## config.mk

```make
export PLATFORM = sky130hd
export DESIGN_NAME = lsm_merge_dedup_unit
export DESIGN_NICKNAME = d
export VERILOG_FILES = /design/src/rtl/lsm_pkg.sv /design/src/rtl/lsm_datapath.sv /design/src/rtl/lsm_controller.sv /design/src/rtl/lsm_merge_dedup_unit.sv
export SDC_FILE = /design/constraint.sdc
export NUM_CORES = 1
export LEC_CHECK = 0
export BUFFER_PORTS_ARGS = -buffer_cell sky130_fd_sc_hd__buf_2
export CAP_MARGIN = 15
export CELL_PAD_IN_SITES_DETAIL_PLACEMENT = 0
export CELL_PAD_IN_SITES_GLOBAL_PLACEMENT = 2
export CORE_ASPECT_RATIO = 0.5
export CORE_MARGIN = 5
export CORE_UTILIZATION = 47
export DETAILED_ROUTE_END_ITERATION = 7
export PLACE_DENSITY = 0.75
export SYNTH_ARGS = -nofsm -noshare
export SYNTH_HDL_FRONTEND = slang
export SYNTH_SLANG_ARGS = --single-unit
```

## constraint.sdc

```tcl
create_clock -name clk -period 14.72 [get_ports clk]
set_clock_uncertainty 0.1 [all_clocks]
set_input_delay 2.944 -clock clk [delete_from_list [all_inputs] [get_ports clk]]
set_output_delay 2.944 -clock clk [all_outputs]
set_load 0.01 [all_outputs]
```

## src/rtl/lsm_pkg.sv

```systemverilog
package lsm_pkg;

    typedef enum logic [1:0] {
        DISP_WRITTEN   = 2'd0,
        DISP_DUPLICATE = 2'd1,
        DISP_DROPPED   = 2'd2
    } disp_t;

    localparam logic CFG_ACTIVE_STREAMS = 1'b0;
    localparam logic CFG_TOMB_DROP      = 1'b1;
    localparam int RES_LIMIT = 8;

    // controller to datapath
    typedef struct packed {
        logic load;      // write the input entry into its head slot
        logic scan_clr;  // start a new minimum scan
        logic scan_step; // compare one head against the running best
        logic pop;       // emit the best head into the output register
    } dp_cmd_t;

    // datapath to controller
    typedef struct packed {
        logic best_last;
        logic any_left;  // some head other than the best is present
    } dp_status_t;

endpackage

```

## src/rtl/lsm_datapath.sv

```systemverilog
module lsm_datapath #(
    parameter int MAX_STREAMS = 8,
    parameter int KEY_BITS    = 64
) (
    input  logic                            clk,
    input  logic                            rst_n,
    input  lsm_pkg::dp_cmd_t                cmd,
    input  logic [$clog2(MAX_STREAMS)-1:0]  load_idx,
    input  logic [$clog2(MAX_STREAMS)-1:0]  scan_idx,
    input  logic [63:0]                     in_key,
    input  logic [63:0]                     in_value,
    input  logic                            in_tomb,
    input  logic                            in_last,
    input  logic                            drop_tomb,
    output lsm_pkg::dp_status_t             status,
    output logic [MAX_STREAMS-1:0]          present,
    output logic [$clog2(MAX_STREAMS)-1:0]  best_idx,
    output logic [63:0]                     pop_key,
    output logic [63:0]                     pop_value,
    output logic [1:0]                      pop_disp
);
    localparam int IW = $clog2(MAX_STREAMS);

    logic [KEY_BITS-1:0]    key_mem   [MAX_STREAMS];
    logic [63:0]            value_mem [MAX_STREAMS];
    logic [MAX_STREAMS-1:0] tomb_reg;
    logic [MAX_STREAMS-1:0] last_reg;
    logic [MAX_STREAMS-1:0] present_reg;
    logic [KEY_BITS-1:0]    best_key_reg;
    logic [IW-1:0]          best_idx_reg;
    logic                   best_found_reg;
    logic [KEY_BITS-1:0]    prev_key_reg;
    logic                   prev_valid_reg;
    logic [63:0]            pop_key_reg;
    logic [63:0]            pop_value_reg;
    logic [1:0]             pop_disp_reg;
    logic                   take;
    logic                   dup;
    logic [MAX_STREAMS-1:0] others;

    always_ff @(posedge clk)
    begin
        if (cmd.load)
        begin
            key_mem[load_idx]   <= in_key[KEY_BITS-1:0];
            value_mem[load_idx] <= in_value;
            tomb_reg[load_idx]  <= in_tomb;
            last_reg[load_idx]  <= in_last;
        end
    end

    // one head per step, strict less keeps the lower stream on ties
    assign take = present_reg[scan_idx]
               && (!best_found_reg || key_mem[scan_idx] < best_key_reg);
    assign dup  = prev_valid_reg && (best_key_reg == prev_key_reg);

    always_ff @(posedge clk or negedge rst_n)
    begin
        if (!rst_n)
        begin
            present_reg    <= '0;
            best_found_reg <= 1'b0;
            prev_valid_reg <= 1'b0;
            best_idx_reg   <= '0;
        end
        else
        begin
            if (cmd.load)
                present_reg[load_idx] <= 1'b1;
            if (cmd.scan_clr)
                best_found_reg <= 1'b0;
            else if (cmd.scan_step && take)
            begin
                best_found_reg <= 1'b1;
                best_idx_reg   <= scan_idx;
            end
            if (cmd.pop)
            begin
                present_reg[best_idx_reg] <= 1'b0;
                if (!dup)
                    prev_valid_reg <= 1'b1;
            end
        end
    end

    always_ff @(posedge clk)
    begin
        if (cmd.scan_step && take)
            best_key_reg <= key_mem[scan_idx];
        if (cmd.pop)
        begin
            pop_key_reg   <= 64'(best_key_reg);
            pop_value_reg <= value_mem[best_idx_reg];
            if (dup)
                pop_disp_reg <= lsm_pkg::DISP_DUPLICATE;
            else
            begin
                prev_key_reg <= best_key_reg;
                pop_disp_reg <= (drop_tomb && tomb_reg[best_idx_reg])
                              ? lsm_pkg::DISP_DROPPED : lsm_pkg::DISP_WRITTEN;
            end
        end
    end

    always_comb
    begin
        others = present_reg;
        others[best_idx_reg] = 1'b0;
    end

    assign status.best_last  = last_reg[best_idx_reg];
    assign status.any_left   = |others;
    assign present   = present_reg;
    assign best_idx  = best_idx_reg;
    assign pop_key   = pop_key_reg;
    assign pop_value = pop_value_reg;
    assign pop_disp  = pop_disp_reg;
endmodule

```

## src/rtl/lsm_controller.sv

```systemverilog
module lsm_controller #(
    parameter int MAX_STREAMS = 8
) (
    input  logic                            clk,
    input  logic                            rst_n,
    input  logic                            in_valid,
    output logic                            in_ready,
    input  logic [2:0]                      in_stream,
    input  logic [3:0]                      active_streams,
    output logic                            out_valid,
    input  logic                            out_ready,
    output logic [2:0]                      refill_stream,
    output logic                            refill_wanted,
    output logic                            merge_done,
    output lsm_pkg::dp_cmd_t                cmd,
    output logic [$clog2(MAX_STREAMS)-1:0]  load_idx,
    output logic [$clog2(MAX_STREAMS)-1:0]  scan_idx,
    input  lsm_pkg::dp_status_t             status,
    input  logic [MAX_STREAMS-1:0]          present,
    input  logic [$clog2(MAX_STREAMS)-1:0]  best_idx
);
    localparam int IW  = $clog2(MAX_STREAMS);
    localparam int CAP = (MAX_STREAMS < lsm_pkg::RES_LIMIT) ? MAX_STREAMS
                                                            : lsm_pkg::RES_LIMIT;

    typedef enum logic [4:0] {
        S_IDLE = 5'b00001,
        S_SCAN = 5'b00010,
        S_POP  = 5'b00100,
        S_OUT  = 5'b01000,
        S_DONE = 5'b10000
    } state_t;

    state_t     state_reg, state_next;
    logic [IW-1:0] scan_reg;
    logic [3:0] seeded_reg;
    logic       pending_reg;
    logic [2:0] target_reg;
    logic       want_reg;
    logic       done_reg;
    logic       more_reg;   // pop again after this transfer
    logic [3:0] eff;
    logic       accept;
    logic       useful;
    logic       start;
    logic       in_range;
    logic       out_fire;

    always_comb
    begin
        eff = active_streams;
        if (eff == 4'd0)
            eff = 4'd1;
        if ({28'd0, eff} > 32'(CAP))
            eff = 4'(CAP);
    end

    assign in_ready = (state_reg == S_IDLE);
    assign accept   = in_valid && in_ready;
    assign in_range = ({29'd0, in_stream} < 32'(MAX_STREAMS))
                   && ({1'b0, in_stream} < eff);
    always_comb
    begin
        useful = 1'b0;
        start  = 1'b0;
        if (pending_reg)
        begin
            useful = (in_stream == target_reg);
            start  = useful;
        end
        else if (in_range && !present[IW'(in_stream)])
        begin
            useful = 1'b1;
            start  = (seeded_reg + 4'd1) >= eff;
        end
    end

    assign out_fire = out_valid && out_ready;
    assign out_valid = (state_reg == S_OUT);

    always_comb
    begin
        state_next = state_reg;
        unique case (state_reg)
            S_IDLE: if (accept && start) state_next = S_SCAN;
            S_SCAN: if (scan_reg == IW'(MAX_STREAMS - 1)) state_next = S_POP;
            S_POP:  state_next = S_OUT;
            S_OUT:
                if (out_fire)
                begin
                    if (done_reg)
                        state_next = S_DONE;
                    else if (more_reg)
                        state_next = S_SCAN;
                    else
                        state_next = S_IDLE;
                end
            S_DONE: state_next = S_DONE;
            default: state_next = S_IDLE;
        endcase
    end

    assign cmd.load      = accept && useful;
    assign cmd.scan_clr  = (state_next == S_SCAN) && (state_reg != S_SCAN);
    assign cmd.scan_step = (state_reg == S_SCAN);
    assign cmd.pop       = (state_reg == S_POP);
    assign load_idx      = IW'(in_stream);
    assign scan_idx      = scan_reg;

    always_ff @(posedge clk or negedge rst_n)
    begin
        if (!rst_n)
        begin
            state_reg   <= S_IDLE;
            scan_reg    <= '0;
            seeded_reg  <= '0;
            pending_reg <= 1'b0;
            target_reg  <= '0;
            want_reg    <= 1'b0;
            done_reg    <= 1'b0;
            more_reg    <= 1'b0;
        end
        else
        begin
            state_reg <= state_next;
            if (state_reg == S_SCAN)
                scan_reg <= scan_reg + IW'(1);
            else
                scan_reg <= '0;
            if (accept && useful)
            begin
                if (pending_reg)
                    pending_reg <= 1'b0;
                else
                    seeded_reg <= seeded_reg + 4'd1;
            end
            if (state_reg == S_POP)
            begin
                want_reg <= !status.best_last;
                done_reg <= status.best_last && !status.any_left;
                more_reg <= status.best_last && status.any_left;
                if (!status.best_last)
                begin
                    pending_reg <= 1'b1;
                    target_reg  <= 3'(best_idx);
                end
            end
        end
    end

    assign refill_wanted = want_reg;
    assign refill_stream = want_reg ? target_reg : 3'd0;
    assign merge_done    = done_reg;
endmodule

```

## src/rtl/lsm_merge_dedup_unit.sv

```systemverilog
// k-way merge and dedup for compaction
// input channel (in_valid/in_ready): one head entry per transfer, tagged with
// its stream; first one entry per active stream, then only the requested refill
// output channel (out_valid/out_ready): one popped entry per transfer with its
// disposition; refill_wanted on the last result of a step names the stream to
// send next, merge_done marks the final pop
// each pop scans the heads one per cycle through a single key comparator,
// then registers the best head into the output; a chained pop when a stream
// ends rescans the heads the same way
// an entry is taken only while no pop is in flight; a stalled receiver holds
// out_valid and the result, and the input stays blocked until the transfer
// reset clears all heads, the last-key valid flag and the seed count;
// configuration is active_streams (index 0) and the tombstone drop mode
// (index 1), to be written only while idle; the block does not enforce it.
// after merge_done the block accepts nothing until reset
module lsm_merge_dedup_unit #(
    parameter int MAX_STREAMS = 8,
    parameter int KEY_BITS    = 64
) (
    input  logic        clk,
    input  logic        rst_n,
    input  logic        cfg_we,
    input  logic        cfg_index,
    input  logic [3:0]  cfg_data,
    input  logic        in_valid,
    output logic        in_ready,
    input  logic [2:0]  stream_index,
    input  logic [63:0] entry_key,
    input  logic [63:0] entry_value,
    input  logic        is_tombstone,
    input  logic        last_in_stream,
    output logic        out_valid,
    input  logic        out_ready,
    output logic [63:0] out_key,
    output logic [63:0] out_value,
    output logic [1:0]  disposition,
    output logic [2:0]  refill_stream,
    output logic        refill_wanted,
    output logic        merge_done
);
    localparam int IW = $clog2(MAX_STREAMS);

    logic [3:0]             active_reg;
    logic                   drop_reg;
    lsm_pkg::dp_cmd_t       cmd;
    lsm_pkg::dp_status_t    status;
    logic [MAX_STREAMS-1:0] present;
    logic [IW-1:0]          best_idx;
    logic [IW-1:0]          load_idx;
    logic [IW-1:0]          scan_idx;

    always_ff @(posedge clk or negedge rst_n)
    begin
        if (!rst_n)
        begin
            active_reg <= 4'd1;
            drop_reg   <= 1'b0;
        end
        else if (cfg_we)
        begin
            if (cfg_index == lsm_pkg::CFG_ACTIVE_STREAMS)
                active_reg <= cfg_data;
            else
                drop_reg <= cfg_data[0];
        end
    end

    lsm_controller #(.MAX_STREAMS(MAX_STREAMS)) u_ctrl (
        .clk            (clk),
        .rst_n          (rst_n),
        .in_valid       (in_valid),
        .in_ready       (in_ready),
        .in_stream      (stream_index),
        .active_streams (active_reg),
        .out_valid      (out_valid),
        .out_ready      (out_ready),
        .refill_stream  (refill_stream),
        .refill_wanted  (refill_wanted),
        .merge_done     (merge_done),
        .cmd            (cmd),
        .load_idx       (load_idx),
        .scan_idx       (scan_idx),
        .status         (status),
        .present        (present),
        .best_idx       (best_idx)
    );

    lsm_datapath #(.MAX_STREAMS(MAX_STREAMS), .KEY_BITS(KEY_BITS)) u_dp (
        .clk       (clk),
        .rst_n     (rst_n),
        .cmd       (cmd),
        .load_idx  (load_idx),
        .scan_idx  (scan_idx),
        .in_key    (entry_key),
        .in_value  (entry_value),
        .in_tomb   (is_tombstone),
        .in_last   (last_in_stream),
        .drop_tomb (drop_reg),
        .status    (status),
        .present   (present),
        .best_idx  (best_idx),
        .pop_key   (out_key),
        .pop_value (out_value),
        .pop_disp  (disposition)
    );
endmodule

```

==> impl_results.rst <==
.. list-table::
   :header-rows: 1

   * - Metric
     - Value
   * - Outcome
     - finished, final reports clean
   * - Total of max-cap violations
     - 0
   * - Setup total negative slack
     - 0 ns
   * - Total of hold buffers inserted after clock tree synthesis
     - 0
   * - Biggest fanout along the worst timing path
     - 64
   * - Die area
     - 113,000 µm²
   * - Net switching power figure
     - about 1800 µW
   * - Ports
     - 280
   * - Cell with the most instances after synthesis
     - edfxtp_1
   * - First-pass GRT wire length
     - approximately 170 mm
   * - Power per cell area
     - 140.4 nW/µm²
   * - Crit path buffers/inverters
     - 2
   * - Post-layout min period
     - ~6.5 ns
   * - TritonCTS clock tree
     - done
   * - Synthesis warning total
     - 0
   * - Number of setup violations in the final report
     - 0
   * - Number of search-and-repair iterations in the first detailed-routing pass
     - 5
   * - Combinational fraction of design power
     - between 7 and 8%
   * - Slew Limit Headroom
     - about a quarter
   * - Mapped Avg Cell Area
     - 20.31 µm²
   * - Syn Inst Count
     - approximately 2,500
   * - Worst-skew pair later-pin latency
     - 0.71 ns
   * - Slew of the pin with the lowest slew margin
     - 1.105 ns
   * - Count of flip-flops with a built-in enable after synthesis
     - ~1,300
   * - Die height
     - 240.3 µm
   * - Slowest stage cell, crit path
     - and2_4
   * - Placement Rows
     - 84
   * - First DRT Iteration DRCs
     - roughly 2,000
   * - Number of buffers inserted by port buffering
     - around 280
   * - Clock-pin slew reported for the worst setup and hold paths after clock tree synthesis
     - about 0.070 ns
   * - Number of buffers added by the clock tree synthesis step
     - around 110
   * - Cell family with the largest share of critical-path delay
     - compound AO/OA/AOI/OAI gates
   * - Design Area, Final
     - 56,680 µm²
   * - H-tree Lvls
     - 3
   * - Wirelength, routed
     - roughly 120 mm
   * - Root Buffer
     - clkbuf_16
   * - Initial standard-cell utilization of the core
     - 47.42%
   * - Final period utilization
     - about 44%
   * - Via count of the first global-routing pass
     - ~25,000
   * - Reg2reg setup slack
     - roughly 8.2 ns
   * - Signal arrival time at the worst endpoint
     - 6.76 ns
   * - Number of nets produced by synthesis
     - 2,669
   * - Most used flip-flop cell after synthesis
     - edfxtp_1
   * - Leakage power
     - approximately 0.018 µW
   * - Number of distinct library cell variants in the gate-level netlist after synthesis
     - 63
   * - Highest ir drop seen on vdd
     - 0.0001080 V
   * - Maximum frequency from static timing analysis
     - 0.1531 GHz
   * - Number of instances resized during post-cts repair
     - 0
   * - Layout cell share with drive strength beyond 1
     - 24.72%
   * - Sequential cell area fraction in the yosys report
     - roughly four fifths
   * - Pins over their slew limit
     - 0
   * - Remaining global-route overflow
     - 0
   * - Leading cell types by total area after synthesis
     - edfxtp_1 (78%), mux4_2 (6.0%), a22oi_1 (4.0%)
   * - Via-to-Cell Ratio
     - approximately 5.7
   * - Proportion of netlist area held by the largest area contributor
     - ~78%
   * - Core outline area
     - between 100,000 and 150,000 µm²
   * - Routed wire length per instance
     - approximately 27 µm
   * - Final HPWL DP
     - roughly 66 mm
   * - Total global routing track utilization
     - about a fifth
   * - Post-Place Setup Slack
     - between 7 and 8 ns
   * - Post-route antenna net violation count
     - 0
   * - Buffer count from post-CTS setup fixing
     - 0
   * - Largest area contributor in the netlist
     - edfxtp_1
   * - Most common cell on crit path
     - buf_4
   * - Number of failing hold endpoints at the final stage
     - 0
   * - Data required time of the critical path
     - between 10 and 15 ns
   * - Worst hold slack across all endpoints
     - between 0.3 and 0.4 ns
   * - Pin count of the biggest net entering global routing
     - about 130
   * - Nature of the critical path endpoint
     - flop
   * - Layout overhead on the synthesized area
     - 13.73%
   * - Class of the most critical setup path
     - reg -> reg
   * - Die Span X
     - roughly 470 µm
   * - Setup repair after global routing missed its margin
     - no
   * - Switching share of power
     - between 20% and 30%
   * - Longest Clk Path Bufs
     - 3
   * - Worst-case setup margin in the final layout
     - approximately 8 ns
   * - Biggest regs
     - u_dp.key_mem: 512 flops, u_dp.value_mem: 512 flops
   * - Cell area after synthesis
     - 49,840 µm²
   * - Vias
     - between 20,000 and 25,000
   * - Post-synthesis sequential element count
     - 1,335
   * - Placer Congestion
     - between 0.7 and 0.8
   * - # DRC
     - 0
   * - Reg power frac
     - between 50% and 60%
   * - Placed standard-cell area
     - roughly 53,000 µm²
   * - Ys async rst share
     - around 2.8%
   * - Max stage delay on crit path
     - 0.83 ns
   * - Final nets
     - 2,998
   * - Class of the worst hold path
     - reg -> reg
   * - Top cells by instance count after synthesis
     - edfxtp_1 (1,298), a22oi_1 (264), mux4_2 (132)
   * - Cells along the critical path
     - buf_4, buf_4, mux4_2, mux2_2, ha_1, a211oi_1, o21ai_0, o221a_2, o31ai_1, o211ai_4, o21ai_1, and2_4
   * - Post-layout util
     - a little over half
   * - Proportion of power drawn by the clock network
     - a little under two fifths
   * - Cell internal pwr
     - between 6000 and 7000 µW
   * - Crit start category
     - flop
   * - Antenna violations before repair
     - 26
   * - Number of clock sinks seen by CTS
     - 1,335
==> worst reg2reg max path, stage by stage (launching register included) <==
cell and delay (ns):
dfrtp_4 0.76, buf_4 0.81, buf_4 0.76, mux4_2 0.60, mux2_2 0.31, ha_1 0.33, a211oi_1 0.23, o21ai_0 0.12
o221a_2 0.28, o31ai_1 0.47, o211ai_4 0.27, o21ai_1 0.20, and2_4 0.83
==> logic make-up (layout without fill, tap and decap cells) <==
| kind of cell | after synthesis | in the layout | share of synthesized area, % |
|---|---|---|---|
| compound gates | 380 | 380 | 5.626 |
| xor+xnor | 50 | 50 | 0.8787 |
| fa+ha+maj | 72 | 72 | 1.808 |
| buf+inv | 182 | 604 | 1.398 |
| flops | 1335 | 1335 | 80.08 |
| mux | 206 | 206 | 7.640 |
| other cells | 0 | 6 | 0 |
| simple gates | 229 | 229 | 2.573 |
==> per-layer routing <==
layer  wire [µm]  up-vias  track usage (%)  share of wire (%)
met1       50240    12920            28.47                 43
met4        2692       16            5.067                2.3
li1            -    10830                -                  -
met3        6039      209            3.800                5.2
met5          92        -                0              0.079
met2       57480      643            33.97                 49
==> cell usage in the layout, fill, tap and decap left out, types with 10 or more instances in the layout <==
cell type | synthesis | final
o22ai_1 | 11 | 11
a22oi_1 | 264 | 264
nor2_1 | 26 | 17
xnor2_1 | 28 | 28
inv_1 | 76 | 75
bufinv_16 | 0 | 11
nand3_1 | 11 | 11
mux2_2 | 70 | 70
dfrtp_1 | 35 | 32
nand2b_1 | 12 | 12
edfxtp_1 | 1298 | 1298
clkinv_2 | 0 | 20
a21o_1 | 10 | 10
clkbuf_16 | 0 | 114
nand4_1 | 89 | 89
buf_2 | 5 | 279
buf_4 | 0 | 36
a21oi_1 | 23 | 23
ha_1 | 72 | 72
clkbuf_1 | 77 | 33
nand2_1 | 34 | 34
mux4_2 | 132 | 132
clkinv_1 | 0 | 19
o21ai_0 | 18 | 18
xor2_1 | 22 | 22
==> path summary, 6_finish.rpt <==
| check | start | end | depth (start not counted) |
|---|---|---|---|
| setup / recovery | u_ctrl.scan_idx[0] | u_dp.best_key_reg[32] | 12 |
| hold / removal | u_ctrl.seeded_reg[3] | u_ctrl.seeded_reg[3] | 1 |
| setup reg to reg | u_ctrl.scan_idx[0] | u_dp.best_key_reg[32] | 12 |
| hold reg to reg | u_ctrl.seeded_reg[3] | u_ctrl.seeded_reg[3] | 1 |
| max in group asynchronous | rst_n | u_ctrl.scan_idx[0] | 1 |
| min in group asynchronous | rst_n | active_reg[1] | 1 |
==> power groups by stage <==
stage | Sequential [µW] | Clock, µW | Combinational (µW)
CTS | 4390 | 3020 | 642
global placement | 4470 | 0 | 634
finish | 4390 | 2950 | 624
global route | 4400 | 3180 | 687
detailed placement | 4470 | 0 | 639
floorplan | 4450 | 0 | 390
==> area by class of cell <==
type / instances / area (µm²)
repair buffers: 319 / 1747
well taps: 1419 / 1775
multi-input cells: 937 / 9341
clock buffers: 149 / 3004
fillers: 8271 / 48420
flip-flops and latches: 1335 / 39920
diodes: 6 / 15.01
inverters: 77 / 294.0
clock inverters: 59 / 584.3
==> through the flow <==
stage	instances	power (µW)
5_1_grt	4298	8264
2_1_floorplan	2454	4842
3_5_place_dp	4087	5109
3_3_place_gp	4087	5099
6_report	4301	7959
4_1_cts	4295	8046
Note: power is estimated with default switching activity, not from simulation.
